==> src/design/pdc_pkg.sv <==
package pdc_pkg;

    typedef enum logic [1:0] {
        PH_ID  = 2'd0,
        PH_LEN = 2'd1,
        PH_PAY = 2'd2
    } phase_t;

    typedef enum logic [1:0] {
        ST_OK       = 2'd0,
        ST_BAD_SUM  = 2'd1,
        ST_ZERO_LEN = 2'd2
    } status_t;

    localparam int unsigned DATA_W = 8;

    typedef struct packed {
        logic [DATA_W-1:0] byte_out;
        logic              is_param;
        logic [DATA_W-1:0] param_index;
        logic [DATA_W-1:0] pkt_id;
        logic              end_of_packet;
        status_t           status;
    } result_t;

endpackage

==> src/design/pdc_rx_if.sv <==
interface pdc_rx_if;
    logic                          valid;
    logic                          ready;
    logic [pdc_pkg::DATA_W-1:0]    rx_byte;

    modport source (output valid, output rx_byte, input ready);
    modport sink (input valid, input rx_byte, output ready);
endinterface

==> src/design/pdc_res_if.sv <==
interface pdc_res_if;
    logic                          valid;
    logic                          ready;
    logic [pdc_pkg::DATA_W-1:0]    byte_out;
    logic                          is_param;
    logic [pdc_pkg::DATA_W-1:0]    param_index;
    logic [pdc_pkg::DATA_W-1:0]    pkt_id;
    logic                          end_of_packet;
    logic [1:0]                    status;

    modport source (
        output valid, output byte_out, output is_param, output param_index,
        output pkt_id, output end_of_packet, output status, input ready
    );
    modport sink (
        input valid, input byte_out, input is_param, input param_index,
        input pkt_id, input end_of_packet, input status, output ready
    );
endinterface

==> src/design/pdc_input_reg.sv <==
module pdc_input_reg (
    input  logic                       clk,
    input  logic                       rst_n,
    pdc_rx_if.sink                     rx,
    input  logic                       advance,
    output logic                       item_valid,
    output logic [pdc_pkg::DATA_W-1:0] item_byte
);

    logic                       valid_reg;
    logic                       valid_next;
    logic [pdc_pkg::DATA_W-1:0] byte_reg;
    logic                       take;

    // take a new word when empty or when the held word moves on
    assign rx.ready = !valid_reg || advance;
    assign take     = rx.valid && rx.ready;

    always_comb
    begin
        valid_next = valid_reg;
        if (take)
        begin
            valid_next = 1'b1;
        end
        else if (advance)
        begin
            valid_next = 1'b0;
        end
    end

    always_ff @(posedge clk or negedge rst_n)
    begin
        if (!rst_n)
        begin
            valid_reg <= 1'b0;
        end
        else
        begin
            valid_reg <= valid_next;
        end
    end

    always_ff @(posedge clk)
    begin
        if (take)
        begin
            byte_reg <= rx.rx_byte;
        end
    end

    assign item_valid = valid_reg;
    assign item_byte  = byte_reg;

endmodule

==> src/design/pdc_frame_fsm.sv <==
module pdc_frame_fsm (
    input  logic                       clk,
    input  logic                       rst_n,
    input  logic                       advance,
    input  logic [pdc_pkg::DATA_W-1:0] item_byte,
    output pdc_pkg::result_t           res
);

    pdc_pkg::phase_t            phase_reg;
    pdc_pkg::phase_t            phase_next;
    logic [pdc_pkg::DATA_W-1:0] current_id_reg;
    logic [pdc_pkg::DATA_W-1:0] current_id_next;
    logic [pdc_pkg::DATA_W-1:0] expected_len_reg;
    logic [pdc_pkg::DATA_W-1:0] expected_len_next;
    logic [pdc_pkg::DATA_W-1:0] bytes_seen_reg;
    logic [pdc_pkg::DATA_W-1:0] bytes_seen_next;
    logic [pdc_pkg::DATA_W-1:0] running_sum_reg;
    logic [pdc_pkg::DATA_W-1:0] running_sum_next;
    logic [pdc_pkg::DATA_W-1:0] seen_inc;
    logic [pdc_pkg::DATA_W-1:0] sum_add;
    logic                       last_byte;

    assign seen_inc  = bytes_seen_reg + pdc_pkg::DATA_W'(1);
    assign sum_add   = running_sum_reg + item_byte;
    assign last_byte = (seen_inc == expected_len_reg);

    // next state
    always_comb
    begin
        phase_next        = phase_reg;
        current_id_next   = current_id_reg;
        expected_len_next = expected_len_reg;
        bytes_seen_next   = bytes_seen_reg;
        running_sum_next  = running_sum_reg;
        unique case (phase_reg)
            pdc_pkg::PH_LEN:
            begin
                expected_len_next = item_byte;
                running_sum_next  = sum_add;
                bytes_seen_next   = '0;
                phase_next        = (item_byte == '0) ? pdc_pkg::PH_ID : pdc_pkg::PH_PAY;
            end
            pdc_pkg::PH_PAY:
            begin
                if (last_byte)
                begin
                    phase_next = pdc_pkg::PH_ID;
                end
                else
                begin
                    running_sum_next = sum_add;
                    bytes_seen_next  = seen_inc;
                end
            end
            default:
            begin
                current_id_next   = item_byte;
                running_sum_next  = item_byte;
                expected_len_next = '0;
                bytes_seen_next   = '0;
                phase_next        = pdc_pkg::PH_LEN;
            end
        endcase
    end

    // result for the word in the input register
    always_comb
    begin
        res               = '0;
        res.byte_out      = item_byte;
        res.pkt_id        = current_id_reg;
        res.status        = pdc_pkg::ST_OK;
        unique case (phase_reg)
            pdc_pkg::PH_LEN:
            begin
                if (item_byte == '0)
                begin
                    res.end_of_packet = 1'b1;
                    res.status        = pdc_pkg::ST_ZERO_LEN;
                end
            end
            pdc_pkg::PH_PAY:
            begin
                if (last_byte)
                begin
                    res.end_of_packet = 1'b1;
                    res.status        = (~running_sum_reg == item_byte) ?
                                        pdc_pkg::ST_OK : pdc_pkg::ST_BAD_SUM;
                end
                else
                begin
                    res.is_param    = 1'b1;
                    res.param_index = bytes_seen_reg;
                end
            end
            default:
            begin
                res.pkt_id = item_byte;
            end
        endcase
    end

    always_ff @(posedge clk or negedge rst_n)
    begin
        if (!rst_n)
        begin
            phase_reg        <= pdc_pkg::PH_ID;
            current_id_reg   <= '0;
            expected_len_reg <= '0;
            bytes_seen_reg   <= '0;
            running_sum_reg  <= '0;
        end
        else if (advance)
        begin
            phase_reg        <= phase_next;
            current_id_reg   <= current_id_next;
            expected_len_reg <= expected_len_next;
            bytes_seen_reg   <= bytes_seen_next;
            running_sum_reg  <= running_sum_next;
        end
    end

    a_id_starts_sum: assert property (@(posedge clk) disable iff (!rst_n)
        (advance && phase_reg == pdc_pkg::PH_ID) |=>
        (phase_reg == pdc_pkg::PH_LEN && running_sum_reg == $past(item_byte)))
        else $error("id word did not seed the sum");

    a_len_to_payload: assert property (@(posedge clk) disable iff (!rst_n)
        (advance && phase_reg == pdc_pkg::PH_LEN && item_byte != '0) |=>
        (phase_reg == pdc_pkg::PH_PAY && expected_len_reg == $past(item_byte)))
        else $error("non-zero length did not enter payload");

    a_param_counts: assert property (@(posedge clk) disable iff (!rst_n)
        (advance && res.is_param) |=>
        (bytes_seen_reg == $past(bytes_seen_reg) + pdc_pkg::DATA_W'(1)))
        else $error("parameter word not counted");

    a_hold_when_idle: assert property (@(posedge clk) disable iff (!rst_n)
        !advance |=> ($stable(phase_reg) && $stable(running_sum_reg)))
        else $error("state moved without a word");

endmodule

==> src/design/pdc_result_reg.sv <==
module pdc_result_reg (
    input  logic             clk,
    input  logic             rst_n,
    input  logic             load,
    input  pdc_pkg::result_t res_in,
    output logic             free,
    pdc_res_if.source        result
);

    logic             valid_reg;
    logic             valid_next;
    pdc_pkg::result_t data_reg;

    // free when empty or when the held word leaves this cycle
    assign free = !valid_reg || result.ready;

    always_comb
    begin
        valid_next = valid_reg;
        if (load)
        begin
            valid_next = 1'b1;
        end
        else if (result.ready)
        begin
            valid_next = 1'b0;
        end
    end

    always_ff @(posedge clk or negedge rst_n)
    begin
        if (!rst_n)
        begin
            valid_reg <= 1'b0;
        end
        else
        begin
            valid_reg <= valid_next;
        end
    end

    always_ff @(posedge clk)
    begin
        if (load)
        begin
            data_reg <= res_in;
        end
    end

    assign result.valid         = valid_reg;
    assign result.byte_out      = data_reg.byte_out;
    assign result.is_param      = data_reg.is_param;
    assign result.param_index   = data_reg.param_index;
    assign result.pkt_id        = data_reg.pkt_id;
    assign result.end_of_packet = data_reg.end_of_packet;
    assign result.status        = data_reg.status;

endmodule

==> src/design/packet_deframer_checksum_unit.sv <==
// A word taken into the input register moves on to the result register when that is
// free and is offered from there. One word per cycle while the sink takes each one;
// the only per-word work is an 8-bit add and compare.
// Reset (rst_n low, asynchronous): both stage registers empty, parser expects an id,
// id, length, count and sum cleared.
module packet_deframer_checksum_unit (
    input  logic      clk,
    input  logic      rst_n,
    pdc_rx_if.sink    rx,
    pdc_res_if.source result
);

    logic                       item_valid;
    logic [pdc_pkg::DATA_W-1:0] item_byte;
    logic                       res_free;
    logic                       advance;
    pdc_pkg::result_t           frame_res;

    // Move a word from the input register into the result register only when the
    // result register can take it; the parser state updates on the same edge, so
    // every word is parsed exactly once.
    assign advance = item_valid && res_free;

    // Input register: capture the received word, hold it under back-pressure.
    pdc_input_reg u_input_reg (
        .clk        (clk),
        .rst_n      (rst_n),
        .rx         (rx),
        .advance    (advance),
        .item_valid (item_valid),
        .item_byte  (item_byte)
    );

    // Parser: id, length, parameters, then the checksum word, which is compared
    // with the inverse of the running sum. A zero length closes the packet at once.
    pdc_frame_fsm u_frame_fsm (
        .clk       (clk),
        .rst_n     (rst_n),
        .advance   (advance),
        .item_byte (item_byte),
        .res       (frame_res)
    );

    // Result register: hold the annotated word until the sink takes it.
    pdc_result_reg u_result_reg (
        .clk    (clk),
        .rst_n  (rst_n),
        .load   (advance),
        .res_in (frame_res),
        .free   (res_free),
        .result (result)
    );

endmodule

==> src/flat_wrapper.sv <==
// flat-port wrapper written by rule: the top's interface ports become plain ports
module packet_deframer_checksum_unit_flat 
  (clk, rst_n, rx_valid, rx_rx_byte, rx_ready, result_valid, result_byte_out, result_is_param, result_param_index, result_pkt_id, result_end_of_packet, result_status, result_ready);
  pdc_rx_if rx_i ();
  pdc_res_if result_i ();
  input  logic clk;
  input  logic rst_n;
  input wire logic [$bits(rx_i.valid)-1:0] rx_valid;
  input wire logic [$bits(rx_i.rx_byte)-1:0] rx_rx_byte;
  output wire logic [$bits(rx_i.ready)-1:0] rx_ready;
  output wire logic [$bits(result_i.valid)-1:0] result_valid;
  output wire logic [$bits(result_i.byte_out)-1:0] result_byte_out;
  output wire logic [$bits(result_i.is_param)-1:0] result_is_param;
  output wire logic [$bits(result_i.param_index)-1:0] result_param_index;
  output wire logic [$bits(result_i.pkt_id)-1:0] result_pkt_id;
  output wire logic [$bits(result_i.end_of_packet)-1:0] result_end_of_packet;
  output wire logic [$bits(result_i.status)-1:0] result_status;
  input wire logic [$bits(result_i.ready)-1:0] result_ready;
  assign rx_i.valid = rx_valid;
  assign rx_i.rx_byte = rx_rx_byte;
  assign rx_ready = rx_i.ready;
  assign result_valid = result_i.valid;
  assign result_byte_out = result_i.byte_out;
  assign result_is_param = result_i.is_param;
  assign result_param_index = result_i.param_index;
  assign result_pkt_id = result_i.pkt_id;
  assign result_end_of_packet = result_i.end_of_packet;
  assign result_status = result_i.status;
  assign result_i.ready = result_ready;
  packet_deframer_checksum_unit u_core (.clk(clk), .rst_n(rst_n), .rx(rx_i), .result(result_i));
endmodule
==> config.mk <==
export PLATFORM = sky130hd
export DESIGN_NAME = packet_deframer_checksum_unit_flat
export DESIGN_NICKNAME = d
export VERILOG_FILES = /design/src/design/pdc_pkg.sv /design/src/design/pdc_rx_if.sv /design/src/design/pdc_res_if.sv /design/src/design/pdc_input_reg.sv /design/src/design/pdc_frame_fsm.sv /design/src/design/pdc_result_reg.sv /design/src/design/packet_deframer_checksum_unit.sv /design/src/flat_wrapper.sv
export SDC_FILE = /design/constraint.sdc
export NUM_CORES = 1
export LEC_CHECK = 0
export BUFFER_PORTS_ARGS = -buffer_cell sky130_fd_sc_hd__buf_4
export CORE_AREA = 2 2 85 87
export DETAILED_ROUTE_END_ITERATION = 7
export DIE_AREA = 0 0 87 89
export GPL_ROUTABILITY_DRIVEN = 0
export PLACE_DENSITY = 0.85
export SLEW_MARGIN = 20
export SYNTH_ARGS = -nofsm -noshare
export SYNTH_HDL_FRONTEND = slang
export SYNTH_SLANG_ARGS = --single-unit
==> constraint.sdc <==
create_clock -name clk -period 2.3 [get_ports clk]
set_input_delay 0.46 -clock clk [delete_from_list [all_inputs] [get_ports clk]]
set_output_delay 0.46 -clock clk [all_outputs]
set_load 0.02 [all_outputs]
**Word-level counts from Yosys, hierarchy flattened**

Cells that the tools add are included.

- Add/sub/neg operators: 2
- Equal/unequal tests: 6
- Muxes and demuxes: 18
- Bitwise logic cells: 2
- Reductions and logical operators: 14

Operator list:

| cell | count |
|---|---|
| 8-bit 2-to-1 mux | 4 |
| 8-bit one-hot mux with 2 select lines | 2 |
| 8-bit == test | 2 |
| 9-bit 2-to-1 mux | 1 |
| 8-bit by 1-bit adder with 8-bit output (second input constant) | 1 |
| 8-bit adder | 1 |
| 8-bit logical NOT | 1 |
| 8-bit NOT | 1 |
| 3-bit 2-to-1 mux | 2 |
| 3-bit one-hot mux with 2 select lines | 1 |
| 2-bit AND reduction | 3 |
| 1-bit 2-to-1 mux | 5 |
| 2-bit 2-to-1 mux | 2 |
| 2-bit inequality test (second input constant) | 2 |
| 2-bit one-hot mux with 2 select lines | 1 |
| 2-bit nonzero test | 2 |
| 2-bit OR reduction | 2 |
| 2-bit by 1-bit == test with 1-bit output (second input constant) | 1 |
| 2-bit == test (second input constant) | 1 |
| 1-bit logical AND | 2 |
| 1-bit logical NOT | 2 |
| 1-bit logical OR | 2 |
| 1-bit NOT | 1 |

- Bits in registers: 72
- Output and inout port bits: 30

**Longest topological paths before layout**

Gate-level depths: netlist (run 1).

- Word-level depth: 6
- Depth in mapped cells: 10
- Mapped depth without buffers: 10

**Hierarchy**

From an unflattened synthesis (run 1), not the netlist that was laid out.

- Cells, all modules: 325
- Area, all modules: 3,629.7 um2

Modules (own cells, without submodules):

| module | times used | cells each | area each (um2) | sequential area each (um2) |
|---|---|---|---|---|
| pdc_frame_fsm | 1 | 281 | 2,441.1 | 850.8 |
| pdc_result_reg | 1 | 31 | 888.4 | 865.8 |
| pdc_input_reg | 1 | 12 | 294.0 | 265.3 |
| packet_deframer_checksum_unit | 1 | 1 | 6.3 | 0.0 |

**Least setup slack after synthesis (run 1)**

No wires, ideal clock.

- Kind: reg-to-reg
- From: register u_core.u_result_reg.valid_reg, in the netlist u_core.u_result_reg.result.valid
- To: register u_core.u_frame_fsm.expected_len_reg[0] in the netlist's numbering
- Setup time: 0.120 ns
- Arrival time: 2.402 ns
- Path slack: -0.221 ns
- Stages on the path, launching flop included: 8
- Path buffers: 1
- Cells stage by stage: dfrtp_1 nand2b_1 nand2_1 inv_1 buf_1 nand2_1 nand2_1 nand2_1

- Word-level cells in the longest chain between the ends: 4

Ends and longest elaborated chain:

| what | line | source |
|---|---|---|
| from (decl) | pdc_result_reg.sv:10 | `logic valid_reg;` |
| from (signal assigned) | pdc_result_reg.sv:38 | `valid_reg <= valid_next;` |
| 1-bit logical NOT | pdc_result_reg.sv:15 | `assign free = !valid_reg \|\| result.ready;` |
| 1-bit logical OR | pdc_result_reg.sv:15 |  |
| 1-bit logical AND | packet_deframer_checksum_unit.sv:22 | `assign advance = item_valid && res_free;` |
| net u_core.advance | packet_deframer_checksum_unit.sv:16 | `logic advance;` |
| 2-bit AND reduction (no line) | -- |  |
| to (signal assigned) | pdc_frame_fsm.sv:117 | `expected_len_reg <= expected_len_next;` |
| to (decl) | pdc_frame_fsm.sv:13 | `logic [pdc_pkg::DATA_W-1:0] expected_len_reg;` |

The timed path passes the listed nets, and every way through them passes these cells.
A chain may end at the register's enable or synchronous reset.

**Worst setup path after layout (run 1)**

- From: register u_core.u_frame_fsm.bytes_seen_reg[0] in the netlist's numbering
- To: register u_core.u_frame_fsm.bytes_seen_reg[5] in the netlist's numbering

- Word-level cells in the longest chain between the ends: 4

Ends and longest elaborated chain:

| what | line | source |
|---|---|---|
| from (decl) | pdc_frame_fsm.sv:15 | `logic [pdc_pkg::DATA_W-1:0] bytes_seen_reg;` |
| from (signal assigned) | pdc_frame_fsm.sv:118 | `bytes_seen_reg <= bytes_seen_next;` |
| 8-bit by 1-bit adder with 8-bit output * | pdc_frame_fsm.sv:23 | `assign seen_inc = bytes_seen_reg + pdc_pkg::DATA_W'(1);` |
| 8-bit == test | pdc_frame_fsm.sv:25 | `assign last_byte = (seen_inc == expected_len_reg);` |
| 2-bit inequality test (no line) | -- |  |
| 2-bit AND reduction (no line) | -- |  |

Every way passes the cells marked *; elsewhere a longest branch is shown, timed or not. The select of a mux whose other input is x is not followed.

==> results.py, run 1 <==
metrics = {
    "run_status": {
        "status": "finished, violations left",
        "violations": "setup timing",
    },
    "placed_design": {
        "dpl.hpwl_mm": 5.26,
        "dpl_worst_slack_ps": -83.8,
        "placedCellCount": 429,
        "io_buffers": 41,
    },
    "pwr": {
        "p_seq_share_pct": 37.9,
        "p_leak_nw": 1.86,
        "power_switching_mw": 1.98,
        "combPwrFrac_pct": 42.8,
        "switching_share_pct": 38.0,
        "pwr-share-clk_pct": 19.4,
        "power_density_mw_per_mm2": 1180,
        "internal_power_mw": 3.23,
        "ir_worst_vdd_mv": 0.683,
        "totalPowerFinal_mw": 5.21,
    },
    "logic_synthesis": {
        "ys_warn_count": 0,
        "async_flop_share_pct": 50.0,
        "synth.cells.most_frequent": "nand2_1, dfrtp_1, edfxtp_1",
        "synthCells": 297,
        "ys_ff_latch": 72,
        "ys_seq_area_share_pct": 57.4,
        "yosys.cell_count.top_type": "nand2_1",
        "ys_types": 47,
        "synth_edf_count": 36,
        "yosysTopAreaCellShare_pct": 31.3,
        "yosys.area.top_type": "edfxtp_1",
        "avgSynthCellArea_um2": 11.6,
        "syn-num-nets": 320,
        "mappedNetlistArea_mm2": 0.00345,
        "synth_flop_cell": "edfxtp_1",
        "synth_area_leaders": "edfxtp_1, dfrtp_1, nand2_1",
    },
    "timing": {
        "period_minus_slack_ps": 2360,
        "hold_violations": 0,
        "fin_ws_ps": -61.5,
        "max_freq_mhz": 423,
        "post-route-period-util_pct": 103,
        "setup_viol": 4,
        "finClkSkew_ps": 12.2,
        "tightest_slew_ps": 577,
        "drv_slew": 0,
        "rsz0062_at_grt": "true",
        "slew_headroom_pct": 61.5,
    },
    "routing": {
        "first_iter_violations": 126,
        "routedWlPerCell_um": 17.9,
        "num_vias": 2610,
        "first_pass_iters": 5,
        "drc": 0,
        "routed_wl_mm": 8.12,
        "via_per_inst": 5.76,
        "ant_nets": 0,
    },
    "global_routing": {
        "grtUsageTotal_pct": 21.9,
        "grt_pass1_vias": 2615,
        "grt_pass1_wl_mm": 12.7,
        "antenna_found_initial": 0,
        "grt-ovfl-total": 0,
        "grt_max_degree": 37,
    },
    "setup_path": {
        "cp-start-kind": "flip-flop",
        "rr_worst_depth": 11,
        "crit_start": "u_core.u_frame_fsm.bytes_seen_reg[0]",
        "critPathCaptureType": "flip-flop",
        "timing.rr.start": "u_core.u_frame_fsm.bytes_seen_reg[0]",
        "timing.rr.end": "u_core.u_frame_fsm.bytes_seen_reg[5]",
        "crit_required_ps": 2600,
        "crit_fanout": 5,
        "worstSetupPathType": "reg -> reg",
        "crit_arrival_ps": 2660,
        "ff2ff_setup_slack_ps": -60,
    },
    "layout": {
        "antenna_cells": 0,
        "drive_above_1_share_pct": 36.2,
        "stdcell_count": 453,
        "seq_area_mm2": 0.00199,
        "n_fill_cell": 478,
        "nNetsFinal": 391,
        "multiInputGateArea_mm2": 0.00150,
        "syn2layout_area_growth_pct": 27.9,
        "fin_util_pct": 65.8,
    },
    "floorplanning": {
        "coreArea_mm2": 0.00672,
        "start_util_pct": 51.4,
        "ios": 42,
        "die_area_mm2": 0.00774,
        "die_height_um": 89,
        "die_w_um": 87,
        "num_rows": 30,
    },
    "job": {
        "maxCapViolations": 0,
    },
    "clock_tree": {
        "path_clk_slew_ps": 80,
        "root_buffer": "clkbuf_8",
        "insertion_delay_ps": 360,
        "cts_tree": "built",
        "h-tree-depth": 3,
        "cts-buffers-inserted": 9,
        "clk_path_buf_depth": 2,
        "clkSinkCount": 72,
    },
    "min_path": {
        "hp-class": "in -> async",
    },
}
-- kinds of logic (layout without fill, tap and decap cells) --
family	Yosys count	count (layout)	share of synthesized area, %
AND/OR/NAND/NOR	97	97	14.3
flip-flops	72	72	57.4
AO/OA/AOI/OAI	58	58	11.9
buffers and inverters	29	105	3.59
XOR/XNOR	15	15	3.80
multiplexers	15	15	4.78
adder cells (fa/ha/maj)	11	11	4.20
-- timing repair --
action / 4_1_cts / 5_1_grt
setup endpoints to repair: 16 / 29
hold buffers: 0 / 0
gates resized for setup: 12 / 38
cloned: 1 / 0
buffers inserted: 3 / 5
pin swaps: 2 / 25
endpoints found under the hold margin: 0 / 0
-- cells in the final DEF (no fill, tap or decap), types with 4 or more instances in the layout --
| cell type | count |
|---|---|
| nor2_1 | 9 |
| a21oi_1 | 4 |
| xnor2_1 | 6 |
| mux2_2 | 12 |
| dfrtp_2 | 7 |
| edfxtp_1 | 36 |
| nand2b_1 | 4 |
| inv_1 | 18 |
| xor2_1 | 8 |
| dfrtp_1 | 29 |
| o211ai_1 | 7 |
| buf_6 | 6 |
| clkbuf_8 | 9 |
| nand3_1 | 11 |
| o21ai_0 | 15 |
| ha_1 | 8 |
| buf_4 | 64 |
| nand2_1 | 38 |
| and2_1 | 6 |
| o21ai_1 | 4 |
| or4_1 | 7 |
| o21a_1 | 7 |
-- per-stage QoR --
stage	TNS, ps	area (µm²)	hold WS, ps
3_3_place_gp	-78.4	3990	450
3_5_place_dp	-720	3990	456
5_1_grt	-1500	4420	92.4
6_report	-124	4420	58.9
4_1_cts	0	4250	72.8
2_1_floorplan	0	3460	164
-- worst max-delay path by stage --
stage,to,slack (ps),cells past startpoint
2_1_floorplan,u_core.u_result_reg.result.status[0],20,9
3_3_place_gp,u_core.u_result_reg.result.param_index[1],-10,9
3_5_place_dp,u_core.u_result_reg.result.param_index[5],-80,9
4_1_cts,u_core.u_frame_fsm.bytes_seen_reg[2],6,12
5_1_grt,u_core.u_frame_fsm.bytes_seen_reg[2],-170,11
6_report,u_core.u_frame_fsm.bytes_seen_reg[5],-60,11
-- worst max-delay path: stages, from the launching register on --
cell and delay (ps):
dfrtp_2 430, buf_4 160, a21oi_1 90, o311ai_2 270, o31ai_1 130, a2bb2oi_1 190, buf_4 150, nor3b_4 50
buf_6 140, buf_6 120, or4_1 470, nand3_1 80
-- final cells by class --
type                            instances  share of cell area [%]
Clock buffer                            9                    2.80
Inverter                               18                    1.53
Tap cell                               80                    2.27
Clock inverter                          7                    1.64
Timing Repair Buffer                   71                    12.9
Sequential cell                        72                    45.1
Multi-Input combinational cell        196                    33.8
-- metal layers --
layer | part of all wire, % | wire, µm | GRT usage [%] | vias to the layer above
met5 | 0 | 0 | 0 | -
met4 | 3.2 | 263 | 14.5 | 0
met3 | 5.4 | 438 | 4.89 | 24
met2 | 51 | 4170 | 36.2 | 103
met1 | 40 | 3250 | 25.8 | 1270
li1 | - | - | - | 1213
-- power groups by stage --
stage | Sequential, mW | Clock, mW | Combinational, mW
floorplan | 2.03 | 0 | 1.28
global placement | 1.95 | 0 | 1.85
detailed placement | 1.97 | 0 | 1.94
CTS | 1.95 | 1.02 | 2.07
global route | 2.01 | 1.07 | 2.43
finish | 1.97 | 1.01 | 2.23
No activity file was read; power rests on OpenSTA's default activity.
==> run 2, diff against run 1 <==
PLACE_DENSITY = 0.75   (was 0.85)
==> results.py, run 2 (same netlist as run 1, synthesis figures left out) <==
metrics = {
    "placed_design": {
        "place_area_mm2": 0.00403,
        "dpl_worst_slack_ps": -63.5,
        "placedCellCount": 436,
        "io_buffers": 41,
        "dpl.hpwl_mm": 5.14,
    },
    "routing": {
        "drc": 0,
        "routedWlPerCell_um": 16.4,
        "routed_wl_mm": 7.47,
        "first_iter_violations": 135,
        "via_per_inst": 5.64,
        "num_vias": 2567,
        "first_pass_iters": 5,
        "ant_nets": 0,
    },
    "clock_tree": {
        "cts_tree": "built",
        "cts_hold_buf": 0,
        "path_clk_slew_ps": 80,
        "h-tree-depth": 3,
        "clk_path_buf_depth": 2,
        "cts-buffers-inserted": 9,
        "root_buffer": "clkbuf_8",
        "clkSinkCount": 72,
        "insertion_delay_ps": 350,
    },
    "layout": {
        "syn2layout_area_growth_pct": 26.5,
        "layout_common_cells": "buf_4, nand2_1, edfxtp_1",
        "n_fill_cell": 522,
        "antenna_cells": 0,
        "final_common_cell": "buf_4",
        "fin_area_mm2": 0.00437,
        "fin_util_pct": 65.0,
        "stdcell_count": 455,
        "drive_above_1_share_pct": 34.4,
        "nNetsFinal": 395,
    },
    "floorplanning": {
        "ios": 42,
        "die_height_um": 89,
        "die_w_um": 87,
        "num_rows": 30,
        "start_util_pct": 51.4,
        "die_area_mm2": 0.00774,
        "coreArea_mm2": 0.00672,
    },
    "timing": {
        "drv_slew": 0,
        "fin_ws_ps": -6.85,
        "slew_headroom_pct": 62.7,
        "hold_violations": 0,
        "setup_viol": 1,
        "max_freq_mhz": 433,
        "post-route-period-util_pct": 100,
        "tightest_slew_ps": 558,
        "hold_slack_ps": 67.4,
        "finalSetupTns_ps": -6.85,
        "finClkSkew_ps": 9.97,
        "period_minus_slack_ps": 2310,
        "rsz0062_at_grt": "true",
    },
    "global_routing": {
        "grt-ovfl-total": 0,
        "grt_pass1_wl_mm": 12.2,
        "antenna_found_initial": 0,
        "grtUsageTotal_pct": 20.7,
        "grt_max_degree": 37,
        "grt_pass1_vias": 2588,
    },
    "setup_path": {
        "crit_fanout": 6,
        "crit_required_ps": 2580,
        "cp-start-kind": "flip-flop",
        "crit_arrival_ps": 2590,
        "worstSetupPathType": "reg -> reg",
        "critPathCaptureType": "flip-flop",
    },
    "pwr": {
        "internal_power_mw": 3.17,
        "p_seq_share_pct": 39.2,
        "ir_worst_vdd_mv": 0.648,
        "combPwrFrac_pct": 42.1,
        "power_switching_mw": 1.84,
        "totalPowerFinal_mw": 5.01,
        "pwr-share-clk_pct": 18.7,
        "power_density_mw_per_mm2": 1150,
        "switching_share_pct": 36.8,
        "p_leak_nw": 1.86,
    },
    "run_status": {
        "violations": "setup timing",
        "status": "finished, violations left",
    },
    "job": {
        "maxCapViolations": 0,
    },
    "min_path": {
        "hp-class": "in -> async",
    },
}
==> run 2: cell types whose count changed in the layout (fill, tap and decap cells not counted), sizes merged <==
| cell | delta |
|---|---|
| clkbuf | +1 |
| clkinv | -1 |
| clkinvlp | -2 |
| buf | +4 |
==> run 2: worst paths after layout <==
check / end / slack (ps) / from / cells after the start
worst min-delay path: u_core.u_frame_fsm.current_id_reg[4] / 70 / rst_n / 1
worst min register to register: u_core.u_result_reg.result.valid / 490 / u_core.u_input_reg.item_valid / 1
min in group clk: u_core.u_input_reg.item_byte[6] / 290 / rx_rx_byte[6] / 1
worst max register to register: u_core.u_frame_fsm.bytes_seen_reg[4] / -7 / u_core.u_frame_fsm.bytes_seen_reg[0] / 9
max in group asynchronous: u_core.u_frame_fsm.bytes_seen_reg[3] / 1870 / rst_n / 1
worst max-delay path: u_core.u_frame_fsm.bytes_seen_reg[4] / -7 / u_core.u_frame_fsm.bytes_seen_reg[0] / 9
==> run 2: timing repair <==
item                       in CTS  in global routing
resized for setup               7                 26
pin swaps                       1                 16
setup endpoints to repair      20                 26
cloned                          0                  1
setup buffers                   1                  4
==> run 2: routing by layer <==
| layer | up-vias | global-route usage (%) | share of wire (%) |
|---|---|---|---|
| met1 | 1248 | 25.8 | 43 |
| met2 | 83 | 34.9 | 50 |
| met4 | 0 | 9.94 | 1.8 |
| met3 | 11 | 3.79 | 4.9 |
| li1 | 1225 | - | - |
| met5 | - | 0 | 0 |
==> run 2: worst max-delay path, stage by stage (launching register included) <==
cell,delay (ps)
dfrtp_2,460
ha_4,190
buf_4,140
buf_4,130
a31oi_2,180
a2bb2oi_2,250
nor3b_4,100
buf_2,180
or4_1,490
nand3_1,120
==> run 2: cell type report <==
cell class	count	area [µm²]	share of cell area (%)
flip-flops and latches	72	1990	45.5
multi-input cells	196	1450	33.3
repair buffers	75	584	13.4
clock buffers	10	128	2.92
well taps	80	100	2.29
inverters	18	67.6	1.55
clock inverters	4	47.5	1.09
==> run 2: power by group through the flow <==
stage	logic (mW)	registers [mW]	clock network, mW
2_1_floorplan	1.28	2.03	0
3_3_place_gp	1.90	1.95	0
3_5_place_dp	1.97	1.97	0
4_1_cts	2.01	1.95	0.946
5_1_grt	2.33	2.00	0.994
6_report	2.11	1.96	0.937
==> run 3, diff against run 2 <==
GPL_TIMING_DRIVEN = 0   (was unset)
==> results.py, run 3 (same netlist as run 1, synthesis figures left out) <==
metrics = {
    "run_status": {
        "status": "finished, violations left",
        "violations": "setup timing",
    },
    "placed_design": {
        "place_area_mm2": 0.00387,
        "io_buffers": 41,
        "dpl_worst_slack_ps": -440,
        "dpl.hpwl_mm": 4.62,
    },
    "clock_tree": {
        "root_buffer": "clkbuf_8",
        "clkSinkCount": 72,
        "path_clk_slew_ps": 70,
        "clk_path_buf_depth": 2,
        "cts-buffers-inserted": 9,
        "cts_hold_buf": 0,
        "cts_tree": "built",
        "h-tree-depth": 3,
        "insertion_delay_ps": 340,
    },
    "setup_path": {
        "critPathCaptureType": "flip-flop",
        "crit_fanout": 5,
        "crit_chain": "buf_12 > nand3_4 > or3_4 > a2111oi_4 > nor3b_4 > buf_6 > nand2_4 > a311oi_2",
        "crit_arrival_ps": 2580,
        "crit_required_ps": 2450,
        "worst-path-buf-inv": 2,
        "timing.rr.start": "u_core.u_frame_fsm.bytes_seen_reg[1]",
        "crit_path_top_delay_cell": "dfrtp_2",
        "cp-start-kind": "flip-flop",
        "path_delay_family": "simple AND/OR/NAND/NOR gates",
        "worst_path_largest_cell_delay_ps": 450,
        "worstSetupPathType": "reg -> reg",
        "crit_start": "u_core.u_frame_fsm.bytes_seen_reg[1]",
    },
    "routing": {
        "routedWlPerCell_um": 16.2,
        "ant_nets": 0,
        "routed_wl_mm": 7.28,
        "drc": 0,
        "first_pass_iters": 5,
        "num_vias": 2489,
        "via_per_inst": 5.53,
        "first_iter_violations": 168,
    },
    "floorplanning": {
        "ios": 42,
        "num_rows": 30,
        "coreArea_mm2": 0.00672,
        "start_util_pct": 51.4,
        "die_height_um": 89,
        "die_w_um": 87,
        "die_area_mm2": 0.00774,
    },
    "timing": {
        "tightest_slew_ps": 510,
        "drv_slew": 0,
        "period_minus_slack_ps": 2430,
        "setup_viol": 20,
        "hold_violations": 0,
        "rsz0062_at_grt": "true",
        "fin_ws_ps": -127,
        "finClkSkew_ps": 5.23,
        "hold_slack_ps": 63.1,
        "post-route-period-util_pct": 106,
        "slew_headroom_pct": 65.9,
        "max_freq_mhz": 412,
    },
    "layout": {
        "antenna_cells": 0,
        "fin_util_pct": 65.3,
        "layout_common_cells": "buf_4, nand2_1, edfxtp_1",
        "final_common_cell": "buf_4",
        "nNetsFinal": 388,
        "fin_area_mm2": 0.00439,
        "n_fill_cell": 484,
        "syn2layout_area_growth_pct": 27.1,
        "drive_above_1_share_pct": 33.0,
    },
    "global_routing": {
        "grt-ovfl-total": 0,
        "use_met3_pct": 4.62,
        "grtUsageTotal_pct": 19.1,
        "grt_pass1_vias": 2275,
        "antenna_found_initial": 0,
        "grt_max_degree": 38,
        "use_met1_pct": 25.8,
        "busiest_layer": "met2",
        "grt_use_met2_pct": 29.7,
        "grt_pass1_wl_mm": 11.2,
    },
    "pwr": {
        "ir_worst_vdd_mv": 0.554,
        "power_density_mw_per_mm2": 1160,
        "p_leak_nw": 1.84,
    },
    "min_path": {
        "hp-class": "in -> async",
    },
    "job": {
        "maxCapViolations": 0,
    },
}
## run 3: area by class of cell
cell class,instances,area [µm²],share of cell area (%)
plain buffers,11,72.6,1.65
clock buffers,10,128,2.91
clock inverters,6,60.1,1.37
inverters,18,67.6,1.54
multi-input cells,196,1530,34.8
flip-flops and latches,72,1990,45.3
well taps,80,100,2.28
repair buffers,57,448,10.2
## run 3: through the flow
step	power, mW	setup TNS [ps]	std cells
after floorplan	3.31	0	297
after global placement	3.74	-9170	418
after detailed placement	3.81	-11180	418
after CTS	4.91	-55.2	440
after global routing	5.44	-2550	450
final	5.11	-1090	450
## run 3: power by group
part	internal (mW)	switching [mW]	total, mW
Clock	0.495	0.461	0.956
Sequential	1.74	0.222	1.96
Combinational	0.978	1.22	2.19
Total	3.21	1.90	5.11
## run 3: worst paths after layout
check	slack, ps	cells after the start	end
max	-130	8	u_core.u_result_reg.result.status[0]
min	60	1	u_core.u_frame_fsm.current_id_reg[2]
max reg2reg	-130	8	u_core.u_result_reg.result.status[0]
min reg2reg	460	0	u_core.u_result_reg.result.byte_out[7]
max in group asynchronous	1870	1	u_core.u_frame_fsm.bytes_seen_reg[4]
min in group clk	290	1	u_core.u_input_reg.item_byte[2]
## run 3: repair_timing
item	4_1_cts	5_1_grt
endpoints found under the setup margin	44	39
resized for setup	16	33
cloned	0	1
pin swaps	2	20
setup buffers	6	9
## run 3: layer usage
layer | up-vias | part of all wire (%)
met5 | - | 0
met1 | 1195 | 45
met2 | 79 | 49
met4 | 0 | 1.4
met3 | 10 | 4.9
li1 | 1205 | -
